File: src/hdl/tpc_pkg.sv
// Shared types and constants of the tilt position two-speed controller.
// No dependencies; every other file of the block imports this package.
`default_nettype none

package tpc_pkg;

   // fixed timing of the control loop, in ms
   localparam logic [31:0] DEBOUNCE_MS = 32'd20;
   localparam logic [31:0] MAX_STEP_MS = 32'd100;

   // field widths
   localparam int unsigned TIME_W  = 32;
   localparam int unsigned TILT_W  = 24;
   localparam int unsigned LIM_W   = 23;
   localparam int unsigned SPEED_W = 13;
   localparam int unsigned RATE_W  = 8;
   localparam int unsigned MS_W    = 16;
   localparam int unsigned STEP_W  = 7;   // elapsed time of an advanced pass, at most 100

   // shared multiplier operand and product widths
   localparam int unsigned MUL_A_W = 20;  // holds STEP_W + SPEED_W
   localparam int unsigned MUL_B_W = 13;
   localparam int unsigned PROD_W  = 28;  // holds STEP_W + SPEED_W + RATE_W

   // configuration register indexes
   localparam logic [2:0] REG_TILT_LIMIT     = 3'd0;
   localparam logic [2:0] REG_POSITION_TOL   = 3'd1;
   localparam logic [2:0] REG_FAST_ERROR     = 3'd2;
   localparam logic [2:0] REG_SLOW_SPEED     = 3'd3;
   localparam logic [2:0] REG_FAST_SPEED     = 3'd4;
   localparam logic [2:0] REG_TILT_RATE      = 3'd5;
   localparam logic [2:0] REG_VISION_TIMEOUT = 3'd6;
   localparam logic [2:0] REG_RETRY_INTERVAL = 3'd7;

   // command kind codes
   localparam logic [1:0] CMD_NONE = 2'd0;
   localparam logic [1:0] CMD_STOP = 2'd1;
   localparam logic [1:0] CMD_SET  = 2'd2;

   // configuration register file contents
   typedef struct packed {
      logic [LIM_W-1:0]   tilt_limit;
      logic [LIM_W-1:0]   position_tolerance;
      logic [LIM_W-1:0]   fast_error;
      logic [SPEED_W-1:0] slow_speed;
      logic [SPEED_W-1:0] fast_speed;
      logic [RATE_W-1:0]  tilt_rate;
      logic [MS_W-1:0]    vision_timeout;
      logic [MS_W-1:0]    retry_interval;
   } cfg_type;

   // sequencer states
   typedef enum logic [2:0] {
      ST_IDLE,
      ST_FRONT,
      ST_SCALE,
      ST_ADVANCE,
      ST_DECIDE
   } state_type;

endpackage

`default_nettype wire

File: src/hdl/tpc_csr.sv
// Configuration register file of the tilt position controller.
// Depends on tpc_pkg for the register indexes and the cfg_type struct.
`default_nettype none

module tpc_csr (
   input  wire logic                   clock,
   input  wire logic                   reset,
   input  wire logic                   csr_we,
   input  wire logic [2:0]             csr_index,
   input  wire logic [22:0]            csr_wdata,
   output tpc_pkg::cfg_type            cfg
);
   import tpc_pkg::*;

   cfg_type cfg_ff;
   cfg_type cfg_in;

   // write decode, each register keeps its low bits of the data
   always_comb begin
      cfg_in = cfg_ff;
      if (csr_we) begin
         case (csr_index)
            REG_TILT_LIMIT:     cfg_in.tilt_limit         = csr_wdata[LIM_W-1:0];
            REG_POSITION_TOL:   cfg_in.position_tolerance = csr_wdata[LIM_W-1:0];
            REG_FAST_ERROR:     cfg_in.fast_error         = csr_wdata[LIM_W-1:0];
            REG_SLOW_SPEED:     cfg_in.slow_speed         = csr_wdata[SPEED_W-1:0];
            REG_FAST_SPEED:     cfg_in.fast_speed         = csr_wdata[SPEED_W-1:0];
            REG_TILT_RATE:      cfg_in.tilt_rate          = csr_wdata[RATE_W-1:0];
            REG_VISION_TIMEOUT: cfg_in.vision_timeout     = csr_wdata[MS_W-1:0];
            REG_RETRY_INTERVAL: cfg_in.retry_interval     = csr_wdata[MS_W-1:0];
            default:            cfg_in = cfg_ff;
         endcase
      end
   end

   always_ff @(posedge clock) begin
      if (reset) begin
         cfg_ff.tilt_limit         <= 23'd30000;
         cfg_ff.position_tolerance <= 23'd500;
         cfg_ff.fast_error         <= 23'd5000;
         cfg_ff.slow_speed         <= 13'd10;
         cfg_ff.fast_speed         <= 13'd60;
         cfg_ff.tilt_rate          <= 8'd6;
         cfg_ff.vision_timeout     <= 16'd300;
         cfg_ff.retry_interval     <= 16'd20;
      end else begin
         cfg_ff <= cfg_in;
      end
   end

   assign cfg = cfg_ff;

endmodule

`default_nettype wire

File: src/hdl/tpc_mul.sv
// Shared registered multiplier of the tilt position controller.
// Used twice per pass: elapsed time times speed, then that times tilt rate.
// Depends on tpc_pkg for operand and product widths.
`default_nettype none

module tpc_mul (
   input  wire logic                          clock,
   input  wire logic [tpc_pkg::MUL_A_W-1:0]   op_a,
   input  wire logic [tpc_pkg::MUL_B_W-1:0]   op_b,
   output logic      [tpc_pkg::PROD_W-1:0]    prod
);
   import tpc_pkg::*;

   logic [MUL_A_W+MUL_B_W-1:0] full_in;
   logic [PROD_W-1:0]          prod_ff;

   // both uses of the unit fit in PROD_W bits
   assign full_in = {{MUL_B_W{1'b0}}, op_a} * {{MUL_A_W{1'b0}}, op_b};

   always_ff @(posedge clock) begin
      prod_ff <= full_in[PROD_W-1:0];
   end

   assign prod = prod_ff;

endmodule

`default_nettype wire

File: src/hdl/tilt_position_two_speed_controller_unit.sv
// Tilt position two-speed controller: top level with sequencer and loop state.
// Steps: idle, front, speed scale, rate scale and advance, decide; decide loads the
// registered response. Requests are taken only in idle, so none is taken until the last
// is through; a stalled response holds the sequencer in its decide step. Reset is
// synchronous; loop state and control registers take their documented reset values
// at once, payload is not reset; a request is accepted in the first cycle after reset.
`default_nettype none

module tilt_position_two_speed_controller_unit (
   input  wire logic        clock,
   input  wire logic        reset,
   // request: now_ms[31:0], key_low[32], frame_valid[33], frame_target[57:34],
   // motor_accepts[58], zero fill above
   input  wire logic        req_tvalid,
   output logic             req_tready,
   input  wire logic [63:0] req_tdata,
   // response data: command_direction[0], command_speed[13:1],
   // controller_reset[14], estimated_tilt[38:15], applied_target[62:39],
   // running[63], vision_ok[64], centering[65], zero fill above
   output logic             rsp_tvalid,
   input  wire logic        rsp_tready,
   output logic [71:0]      rsp_tdata,
   // response user: command_kind[1:0]
   output logic [1:0]       rsp_tuser,
   // configuration write port
   input  wire logic        csr_we,
   input  wire logic [2:0]  csr_index,
   input  wire logic [22:0] csr_wdata
);
   import tpc_pkg::*;

   cfg_type                cfg;
   state_type              state_ff, state_in;

   // latched request fields
   logic [TIME_W-1:0]      now_ff, now_in;
   logic                   key_ff, key_in;
   logic                   frame_ff, frame_in;
   logic [TILT_W-1:0]      ftarget_ff, ftarget_in;
   logic                   accepts_ff, accepts_in;

   // loop state
   logic                   key_timing_ff, key_timing_in;
   logic [TIME_W-1:0]      key_since_ff, key_since_in;
   logic                   center_ff, center_in;
   logic [TIME_W-1:0]      seen_at_ff, seen_at_in;
   logic                   live_ff, live_in;
   logic                   have_cmd_ff, have_cmd_in;
   logic [TILT_W-1:0]      held_ff, held_in;
   logic                   motor_on_ff, motor_on_in;
   logic                   motor_dir_ff, motor_dir_in;
   logic [SPEED_W-1:0]     rpm_ff, rpm_in;
   logic [TILT_W-1:0]      est_ff, est_in;
   logic [TIME_W-1:0]      attempt_at_ff, attempt_at_in;
   logic [TIME_W-1:0]      motion_at_ff, motion_at_in;

   // per-pass working registers
   logic                   pulse_ff, pulse_in;
   logic                   adv_ff, adv_in;
   logic [TILT_W-1:0]      target_ff, target_in;

   // response registers
   logic                   rsp_valid_ff, rsp_valid_in;
   logic [71:0]            rsp_data_ff, rsp_data_in;
   logic [1:0]             rsp_kind_ff, rsp_kind_in;

   // shared multiplier
   logic [MUL_A_W-1:0]     mul_a;
   logic [MUL_B_W-1:0]     mul_b;
   logic [PROD_W-1:0]      prod;

   // front-end arithmetic
   logic [TIME_W-1:0]      key_age;
   logic                   live_n;
   logic [TIME_W-1:0]      seen_n;
   logic [TIME_W-1:0]      vis_age;
   logic [TIME_W-1:0]      elapsed;

   // advance arithmetic
   logic signed [29:0]     est_ext, d_ext, lim30, tsum, tclamp;
   logic signed [24:0]     traw, lim25, tclamp25;

   // decision arithmetic
   logic signed [25:0]     err26, tol26, fast26;
   logic                   in_band, is_fast, rdir, retry_ok, go;
   logic [SPEED_W-1:0]     rspeed;
   logic [1:0]             kind;
   logic                   cdir;
   logic [SPEED_W-1:0]     cspeed;
   logic [TIME_W-1:0]      retry_age;

   tpc_csr u_csr (
      .clock     (clock),
      .reset     (reset),
      .csr_we    (csr_we),
      .csr_index (csr_index),
      .csr_wdata (csr_wdata),
      .cfg       (cfg)
   );

   tpc_mul u_mul (
      .clock (clock),
      .op_a  (mul_a),
      .op_b  (mul_b),
      .prod  (prod)
   );

   // datapath terms used by the sequencer
   assign key_age   = now_ff - key_since_ff;
   assign live_n    = frame_ff | live_ff;
   assign seen_n    = frame_ff ? now_ff : seen_at_ff;
   assign vis_age   = now_ff - seen_n;
   assign elapsed   = now_ff - motion_at_ff;

   assign est_ext   = $signed({{6{est_ff[TILT_W-1]}}, est_ff});
   assign d_ext     = $signed({2'b00, prod});
   assign lim30     = $signed({7'd0, cfg.tilt_limit});
   assign tsum      = motor_dir_ff ? (est_ext - d_ext) : (est_ext + d_ext);

   assign traw      = (!live_ff || !have_cmd_ff || center_ff) ? 25'sd0 :
                      $signed({held_ff[TILT_W-1], held_ff});
   assign lim25     = $signed({2'b00, cfg.tilt_limit});

   assign err26     = $signed({{2{target_ff[TILT_W-1]}}, target_ff})
                    - $signed({{2{est_ff[TILT_W-1]}}, est_ff});
   assign tol26     = $signed({3'b000, cfg.position_tolerance});
   assign fast26    = $signed({3'b000, cfg.fast_error});
   assign retry_age = now_ff - attempt_at_ff;

   // clamp of the advanced estimate and of the target
   always_comb begin
      if (tsum > lim30) begin
         tclamp = lim30;
      end else if (tsum < -lim30) begin
         tclamp = -lim30;
      end else begin
         tclamp = tsum;
      end
      if (traw > lim25) begin
         tclamp25 = lim25;
      end else if (traw < -lim25) begin
         tclamp25 = -lim25;
      end else begin
         tclamp25 = traw;
      end
   end

   // decision terms
   always_comb begin
      in_band  = (err26 <= tol26) && (err26 >= -tol26);
      is_fast  = (err26 >= fast26) || (err26 <= -fast26);
      rdir     = !(err26 > 26'sd0);
      rspeed   = is_fast ? cfg.fast_speed : cfg.slow_speed;
      retry_ok = retry_age >= {16'd0, cfg.retry_interval};
      go       = !rsp_valid_ff || rsp_tready;
   end

   // sequencer: next state, loop state updates, multiplier operands
   always_comb begin
      state_in      = state_ff;
      now_in        = now_ff;
      key_in        = key_ff;
      frame_in      = frame_ff;
      ftarget_in    = ftarget_ff;
      accepts_in    = accepts_ff;
      key_timing_in = key_timing_ff;
      key_since_in  = key_since_ff;
      center_in     = center_ff;
      seen_at_in    = seen_at_ff;
      live_in       = live_ff;
      have_cmd_in   = have_cmd_ff;
      held_in       = held_ff;
      motor_on_in   = motor_on_ff;
      motor_dir_in  = motor_dir_ff;
      rpm_in        = rpm_ff;
      est_in        = est_ff;
      attempt_at_in = attempt_at_ff;
      motion_at_in  = motion_at_ff;
      pulse_in      = pulse_ff;
      adv_in        = adv_ff;
      target_in     = target_ff;
      rsp_data_in   = rsp_data_ff;
      rsp_kind_in   = rsp_kind_ff;
      rsp_valid_in  = rsp_valid_ff && !rsp_tready;
      mul_a         = '0;
      mul_b         = '0;
      kind          = CMD_NONE;
      cdir          = 1'b0;
      cspeed        = '0;
      req_tready    = 1'b0;

      case (state_ff)
         ST_IDLE: begin
            req_tready = 1'b1;
            if (req_tvalid) begin
               now_in     = req_tdata[31:0];
               key_in     = req_tdata[32];
               frame_in   = req_tdata[33];
               ftarget_in = req_tdata[57:34];
               accepts_in = req_tdata[58];
               state_in   = ST_FRONT;
            end
         end

         // key debounce, vision update and timeout, start of dead reckoning
         ST_FRONT: begin
            pulse_in = 1'b0;
            if (key_ff) begin
               if (!key_timing_ff) begin
                  key_timing_in = 1'b1;
                  key_since_in  = now_ff;
               end else if (key_age >= DEBOUNCE_MS) begin
                  if (!center_ff) pulse_in = 1'b1;
                  center_in = 1'b1;
               end
            end else begin
               key_timing_in = 1'b0;
               center_in     = 1'b0;
            end

            seen_at_in = seen_n;
            live_in    = live_n;
            if (frame_ff) begin
               held_in     = ftarget_ff;
               have_cmd_in = 1'b1;
            end
            if (live_n && (vis_age >= {16'd0, cfg.vision_timeout})) begin
               live_in     = 1'b0;
               have_cmd_in = 1'b0;
               pulse_in    = 1'b1;
               held_in     = '0;
            end

            motion_at_in = now_ff;
            adv_in       = motor_on_ff && (elapsed <= MAX_STEP_MS);
            mul_a        = {{(MUL_A_W-STEP_W){1'b0}}, elapsed[STEP_W-1:0]};
            mul_b        = rpm_ff;
            state_in     = ST_SCALE;
         end

         // elapsed times speed is in the product; scale by tilt rate
         ST_SCALE: begin
            mul_a    = prod[MUL_A_W-1:0];
            mul_b    = {{(MUL_B_W-RATE_W){1'b0}}, cfg.tilt_rate};
            state_in = ST_ADVANCE;
         end

         // advance and clamp the estimate, clamp the target
         ST_ADVANCE: begin
            if (adv_ff) est_in = tclamp[TILT_W-1:0];
            target_in = tclamp25[TILT_W-1:0];
            state_in  = ST_DECIDE;
         end

         // stop or speed command, then load the response
         ST_DECIDE: begin
            if (in_band) begin
               if (motor_on_ff && retry_ok) begin
                  kind = CMD_STOP;
                  if (accepts_ff) begin
                     motor_on_in = 1'b0;
                     rpm_in      = '0;
                     est_in      = target_ff;
                  end
               end
            end else if ((!motor_on_ff || motor_dir_ff != rdir || rpm_ff != rspeed)
                         && retry_ok) begin
               kind   = CMD_SET;
               cdir   = rdir;
               cspeed = rspeed;
               if (accepts_ff) begin
                  motor_on_in  = 1'b1;
                  motor_dir_in = rdir;
                  rpm_in       = rspeed;
                  motion_at_in = now_ff;
               end
            end
            if (kind != CMD_NONE) attempt_at_in = now_ff;

            if (go) begin
               rsp_valid_in = 1'b1;
               rsp_kind_in  = kind;
               rsp_data_in  = {6'd0, center_ff, live_ff, motor_on_in, target_ff,
                               est_in, pulse_ff, cspeed, cdir};
               state_in     = ST_IDLE;
            end else begin
               // hold all loop state until the response slot frees up
               motor_on_in   = motor_on_ff;
               motor_dir_in  = motor_dir_ff;
               rpm_in        = rpm_ff;
               est_in        = est_ff;
               motion_at_in  = motion_at_ff;
               attempt_at_in = attempt_at_ff;
            end
         end

         default: state_in = ST_IDLE;
      endcase
   end

   // control and loop state registers
   always_ff @(posedge clock) begin
      if (reset) begin
         state_ff      <= ST_IDLE;
         rsp_valid_ff  <= 1'b0;
         key_timing_ff <= 1'b0;
         key_since_ff  <= '0;
         center_ff     <= 1'b0;
         seen_at_ff    <= '0;
         live_ff       <= 1'b0;
         have_cmd_ff   <= 1'b0;
         held_ff       <= '0;
         motor_on_ff   <= 1'b0;
         motor_dir_ff  <= 1'b0;
         rpm_ff        <= '0;
         est_ff        <= '0;
         attempt_at_ff <= '0;
         motion_at_ff  <= '0;
      end else begin
         state_ff      <= state_in;
         rsp_valid_ff  <= rsp_valid_in;
         key_timing_ff <= key_timing_in;
         key_since_ff  <= key_since_in;
         center_ff     <= center_in;
         seen_at_ff    <= seen_at_in;
         live_ff       <= live_in;
         have_cmd_ff   <= have_cmd_in;
         held_ff       <= held_in;
         motor_on_ff   <= motor_on_in;
         motor_dir_ff  <= motor_dir_in;
         rpm_ff        <= rpm_in;
         est_ff        <= est_in;
         attempt_at_ff <= attempt_at_in;
         motion_at_ff  <= motion_at_in;
      end
   end

   // payload and per-pass working registers
   always_ff @(posedge clock) begin
      now_ff      <= now_in;
      key_ff      <= key_in;
      frame_ff    <= frame_in;
      ftarget_ff  <= ftarget_in;
      accepts_ff  <= accepts_in;
      pulse_ff    <= pulse_in;
      adv_ff      <= adv_in;
      target_ff   <= target_in;
      rsp_data_ff <= rsp_data_in;
      rsp_kind_ff <= rsp_kind_in;
   end

   assign rsp_tvalid = rsp_valid_ff;
   assign rsp_tdata  = rsp_data_ff;
   assign rsp_tuser  = rsp_kind_ff;

endmodule

`default_nettype wire
File: config.mk
export PLATFORM = sky130hd
export DESIGN_NAME = tilt_position_two_speed_controller_unit
export DESIGN_NICKNAME = d
export VERILOG_FILES = /design/src/hdl/tpc_pkg.sv /design/src/hdl/tpc_csr.sv /design/src/hdl/tpc_mul.sv /design/src/hdl/tilt_position_two_speed_controller_unit.sv
export SDC_FILE = /design/constraint.sdc
export NUM_CORES = 2
export LEC_CHECK = 0
export ABC_AREA = 1
export BUFFER_PORTS_ARGS = -buffer_cell sky130_fd_sc_hd__buf_2
export CAP_MARGIN = 20
export CORE_MARGIN = 3
export CORE_UTILIZATION = 40
export DETAILED_ROUTE_END_ITERATION = 8
export PLACE_DENSITY = 0.66
export SLEW_MARGIN = 40
export SYNTH_ARGS = -nofsm -noshare
export SYNTH_HDL_FRONTEND = slang
export SYNTH_SLANG_ARGS = --single-unit
export TNS_END_PERCENT = 30
File: constraint.sdc
create_clock -name clock -period 6.5 [get_ports clock]
set_input_delay 0.65 -clock clock [delete_from_list [all_inputs] [get_ports clock]]
set_output_delay 0.65 -clock clock [all_outputs]
set_load 0.02 [all_outputs]
After elaboration in Yosys (flattened, before gate mapping)
Index checks and enable logic that the tools add are counted.
- multiplexer cells: 54
- magnitude comparators: 13
- bitwise logic cells: 4
- reduce and logical (&&, ||, !) cells: 45
- add/subtract/negate cells: 11
- multipliers: 1
- eq/ne operators: 22
- operator list (operator ; number):
    2-to-1 mux 24 bit ; 10
    2-to-1 mux 32 bit ; 5
    subtractor 32 bit ; 4
    2-to-1 mux 13 bit ; 6
    greater-or-equal comparator 32 x 16 -> 1 bit ; 2
    one-hot mux 32 bit (2 select lines) ; 1
    negation 23 -> 26 bit ; 2
    one-hot mux 24 bit (2 select lines) ; 1
    one-hot mux 20 bit (2 select lines) ; 1
    greater-or-equal comparator 32 x 5 -> 1 bit, second input constant ; 1
    <= comparator 32 x 7 -> 1 bit, second input constant ; 1
    adder 24 x 29 -> 30 bit ; 1
    greater-than comparator 30 x 24 -> 1 bit ; 1
    less-than comparator 30 bit ; 1
    2-to-1 mux 30 bit ; 1
    negation 23 -> 30 bit ; 1
    subtractor 24 x 29 -> 30 bit ; 1
    multiplier 20 x 13 -> 28 bit ; 1
    greater-or-equal comparator 25 x 26 -> 1 bit ; 1
    <= comparator 25 x 26 -> 1 bit ; 1
    one-hot mux 13 bit (2 select lines) ; 1
    greater-or-equal comparator 25 x 24 -> 1 bit ; 1
    greater-than comparator 25 x 1 -> 1 bit, second input constant ; 1
    greater-than comparator 25 x 24 -> 1 bit ; 1
    28 further kinds ; 103
- input bits: 95
- register bits: 515
- logic and storage cells: 186

Depth between registers and ports, before layout
- depth after elaboration: 12
- mapped depth: 42

By module
Synthesis repeated with hierarchy kept, for this count alone.
- cell total of the unflattened synthesis: 6651
- area, all modules: 46656.0 um2
- by module, submodules not included (module ; instances ; cells each ; area an instance (um2)):
    tilt_position_two_speed_controller_unit ; 1 ; 4683 ; 32497.4
    tpc_mul ; 1 ; 1225 ; 8976.1
    tpc_csr ; 1 ; 743 ; 5182.5

Worst setup path after synthesis
No wires, ideal clock.
- path type: register to register
- from: register now_ff[0]
- to: register u_mul.prod_ff[27], in the netlist u_mul.prod[27]
- data arrival time: 6699 ps
- period minus slack after synthesis: 6771 ps
- data required time: 6428 ps
- buffers on the path: 0
- cell stages (with the launch flop): 38
- slack: -271 ps
- path through: edfxtp_1 inv_1 ha_1 inv_1 fa_1 a31o_2 nand2_1 nand2_1 xor2_1 nand2_1 o21ai_1 inv_1 nor2_1 fa_1 inv_1 fa_1 inv_1 fa_1 (+2 left out) fa_1 inv_1 ha_1 nand2_1 o21ai_0 nand3_1 nand2_1 nand3_1 nand2_1 a21oi_1 o221ai_1 nand3_1 nand2_1 nand3_1 nand2_1 nand3_1 o21bai_1 xor2_1
- cells in the longest elaborated chain, start to end: 3
- ends and longest elaborated chain (item ; RTL line ; source):
    start: declaration ; tilt_position_two_speed_controller_unit.sv:36 ; logic [TIME_W-1:0] now_ff, now_in;
    start signal: assignment ; tilt_position_two_speed_controller_unit.sv:340 ; now_ff <= now_in;
    subtractor 32 bit ; tilt_position_two_speed_controller_unit.sv:113 ; assign elapsed = now_ff - motion_at_ff;
    one-hot mux 20 bit (2 select lines) ; tilt_position_two_speed_controller_unit.sv:192 ; case (state_ff)
    multiplier 20 x 13 -> 28 bit ; tpc_mul.sv:18 ; assign full_in = {{MUL_B_W{1'b0}}, op_a} * {{MUL_A_W{1'b0}}, op_b};
    via u_mul.full_in[27] ; tpc_mul.sv:14 ; logic [MUL_A_W+MUL_B_W-1:0] full_in;
    end signal: assignment ; tpc_mul.sv:21 ; prod_ff <= full_in[PROD_W-1:0];
    end: declaration ; tpc_mul.sv:15 ; logic [PROD_W-1:0] prod_ff;
The timed path passes the listed nets, and every way through them passes these cells.
A chain may end at the register's enable or synchronous reset.

Final worst setup path
- from: register now_ff[0]
- to: register u_mul.prod_ff[26], in the netlist u_mul.prod[26]
The elaborated chain is that of the path after synthesis.

==> parameters.txt <==
Parameter                              Value

Run status
  Outcome    completed

Floorplan
  Horizontal die dimension    341 um
  Number of ports placed on the die boundary    171
  Placeable core region    111000 sq um
  Chip Height    roughly 340 um
  Row cnt    122
  Initial standard-cell utilization of the core    0.404
  Total Die Area    116000 sq um

Route
  Routed via count divided by cell count    5.28
  Detailed-route wire length per cell    18.2 um
  Router iterations before antenna repair    7
  Number of DRC markers after the initial detailed-route iteration    around 3600
  Remaining DRCs    0
  Antenna-violating nets left    0
  Wirelength, routed    ~150 mm
  Via Count    approximately 42000

Min path
  Class of the tightest hold or removal check    in -> reg

Place
  Final weighted congestion in routability-driven placement    ~0.97
  Pre-CTS setup slack    -219 ps
  Post-Place Cells    7831
  Detailed-placement wirelength estimate    about 110 mm
  PortBufs    159
  DP Area    48200 sq um

Clock network
  Worst-case clock buffer depth    3
  Number of H-tree levels    3
  Number of buffers inserted by hold repair at cts    0
  Clock edge transition at the registers on the reported setup and hold paths    60 ps
  TritonCTS buffer count    68
  Clk sinks    just over 500
  Clock tree from TritonCTS    yes
  Latest clock arrival within the worst-skew pair    660 ps
  Master cell of the clock root buffer    clkbuf_16

Yosys
  Count of mapped cells out of synthesis    6180
  Register area share after synthesis    0.264
  Biggest area contributors in the synthesized netlist    dfxtp_1, ha_1, edfxtp_1
  Post-synthesis cell area    44900 sq um
  Number of synthesized flops with an enable pin    153
  Fraction of synthesis flops using an asynchronous set or reset pin    0
  Warnings, synthesis    0
  Largest area contributor in the netlist    dfxtp_1
  Register bit total from synthesis    between 500 and 600
  Mean area per synthesized cell    about 7.3 sq um
  Dominant register cell in the synthesized netlist    dfxtp_1
  Count of unique library cells instantiated by Yosys    57
  Top-area cell type share of the netlist area    0.161

Critical path
  Worst setup SP type    register
  Crit-path max cell delay    about 560 ps
  Cell repeated most along the worst path    nand2_2
  Crit path capture type    register
  Crit path buf inv count    8
  Category of the most critical setup path    reg -> reg
  Worst-path maximum fanout    7
  Data required time of the critical path    7010 ps
  Cell family with most CP delay    adder cells
  Arrival time of the worst setup path    7000 ps
  Cell with the largest stage delay on the worst path    fa_2

STA
  Worst Slack Setup Final    roughly 17 ps
  # setup viols final    0
  Achievable frequency    154 MHz
  Final hold vios    0
  Part of the cycle the worst path needs    0.997
  Time the final worst path needs with I/O delays and setup    ~6500 ps
  Slew HR    0.391
  Worst hold slack across all endpoints    193 ps
  Least-Margin Pin Slew    904 ps
  Final total negative setup slack    0 ps
  Max-slew violations    0
  Clock Skews    51.3 ps
  Setup repair after global routing missed its margin    true

Power
  Power density over the cells    240 nW/um^2
  IR Drop Worst-Case VDD    0.209 mV
  Sum of internal, switching and leakage power    between 10 and 15 mW
  Leakage    23.0 nW

Run
  Number of max-capacitance violations reported    0

GRT
  Largest net degree at the start of global routing    131
  Combined global-route utilization of all metal layers    0.245
  Via count of the first global-routing pass    40000
  Initial antenna violation count    8
  Final global-route overflow total    0
  Wire length of the first global-routing pass    225 mm

Layout
  Share of cells above drive strength 1    0.0940
  Most common cell after layout, fill and taps aside    nand2_1
  Commonest non-fill, non-tap cells in the layout    nand2_1, inv_1, a21oi_1
  Area growth from synthesis to layout    13.9%
  Post-layout net count    7185
  Finished layout cell area    between 50000 and 60000 sq um
  Cell Count, Final, Fillers Out    7980
  Core occupancy in the finished layout    0.461
[worst register-to-register path: cells and delay by family (launching register included)]
kind | cells | cell delay [ps]
adders and majority gates | 8 | 3350
and+or+nand+nor | 13 | 1120
AOI/OAI and AO/OA | 5 | 610
buffers and inverters | 8 | 600
DFF | 1 | 400
xor gates and xnor gates | 2 | 290
[layout make-up]
type	instances	area, sq um
antenna	4	10.0
clock buffer	97	1940
clock inverter	28	297
fill	11100	59900
inverter	945	3560
multi-input combinational	4577	29400
sequential	515	11800
tap	1488	1860
timing repair buffer	326	2200
[per-layer routing]
| metal | wire (um) | track usage |
|---|---|---|
| met1 | 65500 | 0.342 |
| met2 | 64000 | 0.390 |
| met3 | 10900 | 0.0343 |
| met4 | 4730 | 0.0771 |
| met5 | 64 | 0 |
[state kept, by name, summed over array words and instances (netlist names), 2 cells and up]
| signal | cells |
|---|---|
| ftarget_ff | 24 |
| rsp_tuser | 2 |
| now_ff | 32 |
| key_since_ff | 32 |
| motion_at_ff | 32 |
| target_ff | 24 |
| est_ff | 24 |
| u_mul.prod | 28 |
| rsp_tdata | 66 |
| state_ff | 3 |
| u_csr.cfg | 135 |
| seen_at_ff | 32 |
| held_ff | 24 |
| rpm_ff | 13 |
| attempt_at_ff | 32 |
[synthesized netlist by cell type, types with 71 or more instances]
cell      instances
nand2_1        1201
clkbuf_1        144
xor2_1          175
nand4_1          95
fa_1            196
ha_1            461
edfxtp_1        153
nor3_1           71
inv_1           936
a21oi_1         617
dfxtp_1         362
o21ai_0         391
nand3_1         344
nor2_1          573
[where the power goes]
part	internal, mW	total, mW	switching, mW
Sequential	3.52	3.67	0.152
Clock	2.26	3.82	1.56
Combinational	1.75	4.76	3.01
Total	7.53	12.2	4.72
[path summary, 6_finish.rpt]
path,start,end,slack (ps),cells past startpoint
max,now_ff[0],u_mul.prod[26],20,36
min,req_tdata[8],now_ff[8],190,1
max reg2reg,now_ff[0],u_mul.prod[26],20,36
min reg2reg,pulse_ff,rsp_tdata[14],430,0
[cells by family (layout without fill, tap and decap cells)]
group           Yosys count  after routing  synth area share
flops                   515            515             0.264
other cells               2             60          0.000167
fa+ha+maj               657            657             0.216
xor+xnor                245            245            0.0478
simple gates           2358           2358             0.219
compound gates         1261           1261             0.155
buf+inv                1142           1396            0.0979
[what timing repair did]
action	4_1_cts	5_1_grt
endpoints found under the setup margin	6	106
pin swaps	20	48
buffers inserted	13	6
resized for setup	30	85
cloned	0	1
Note: power is estimated with default switching activity, not from simulation.
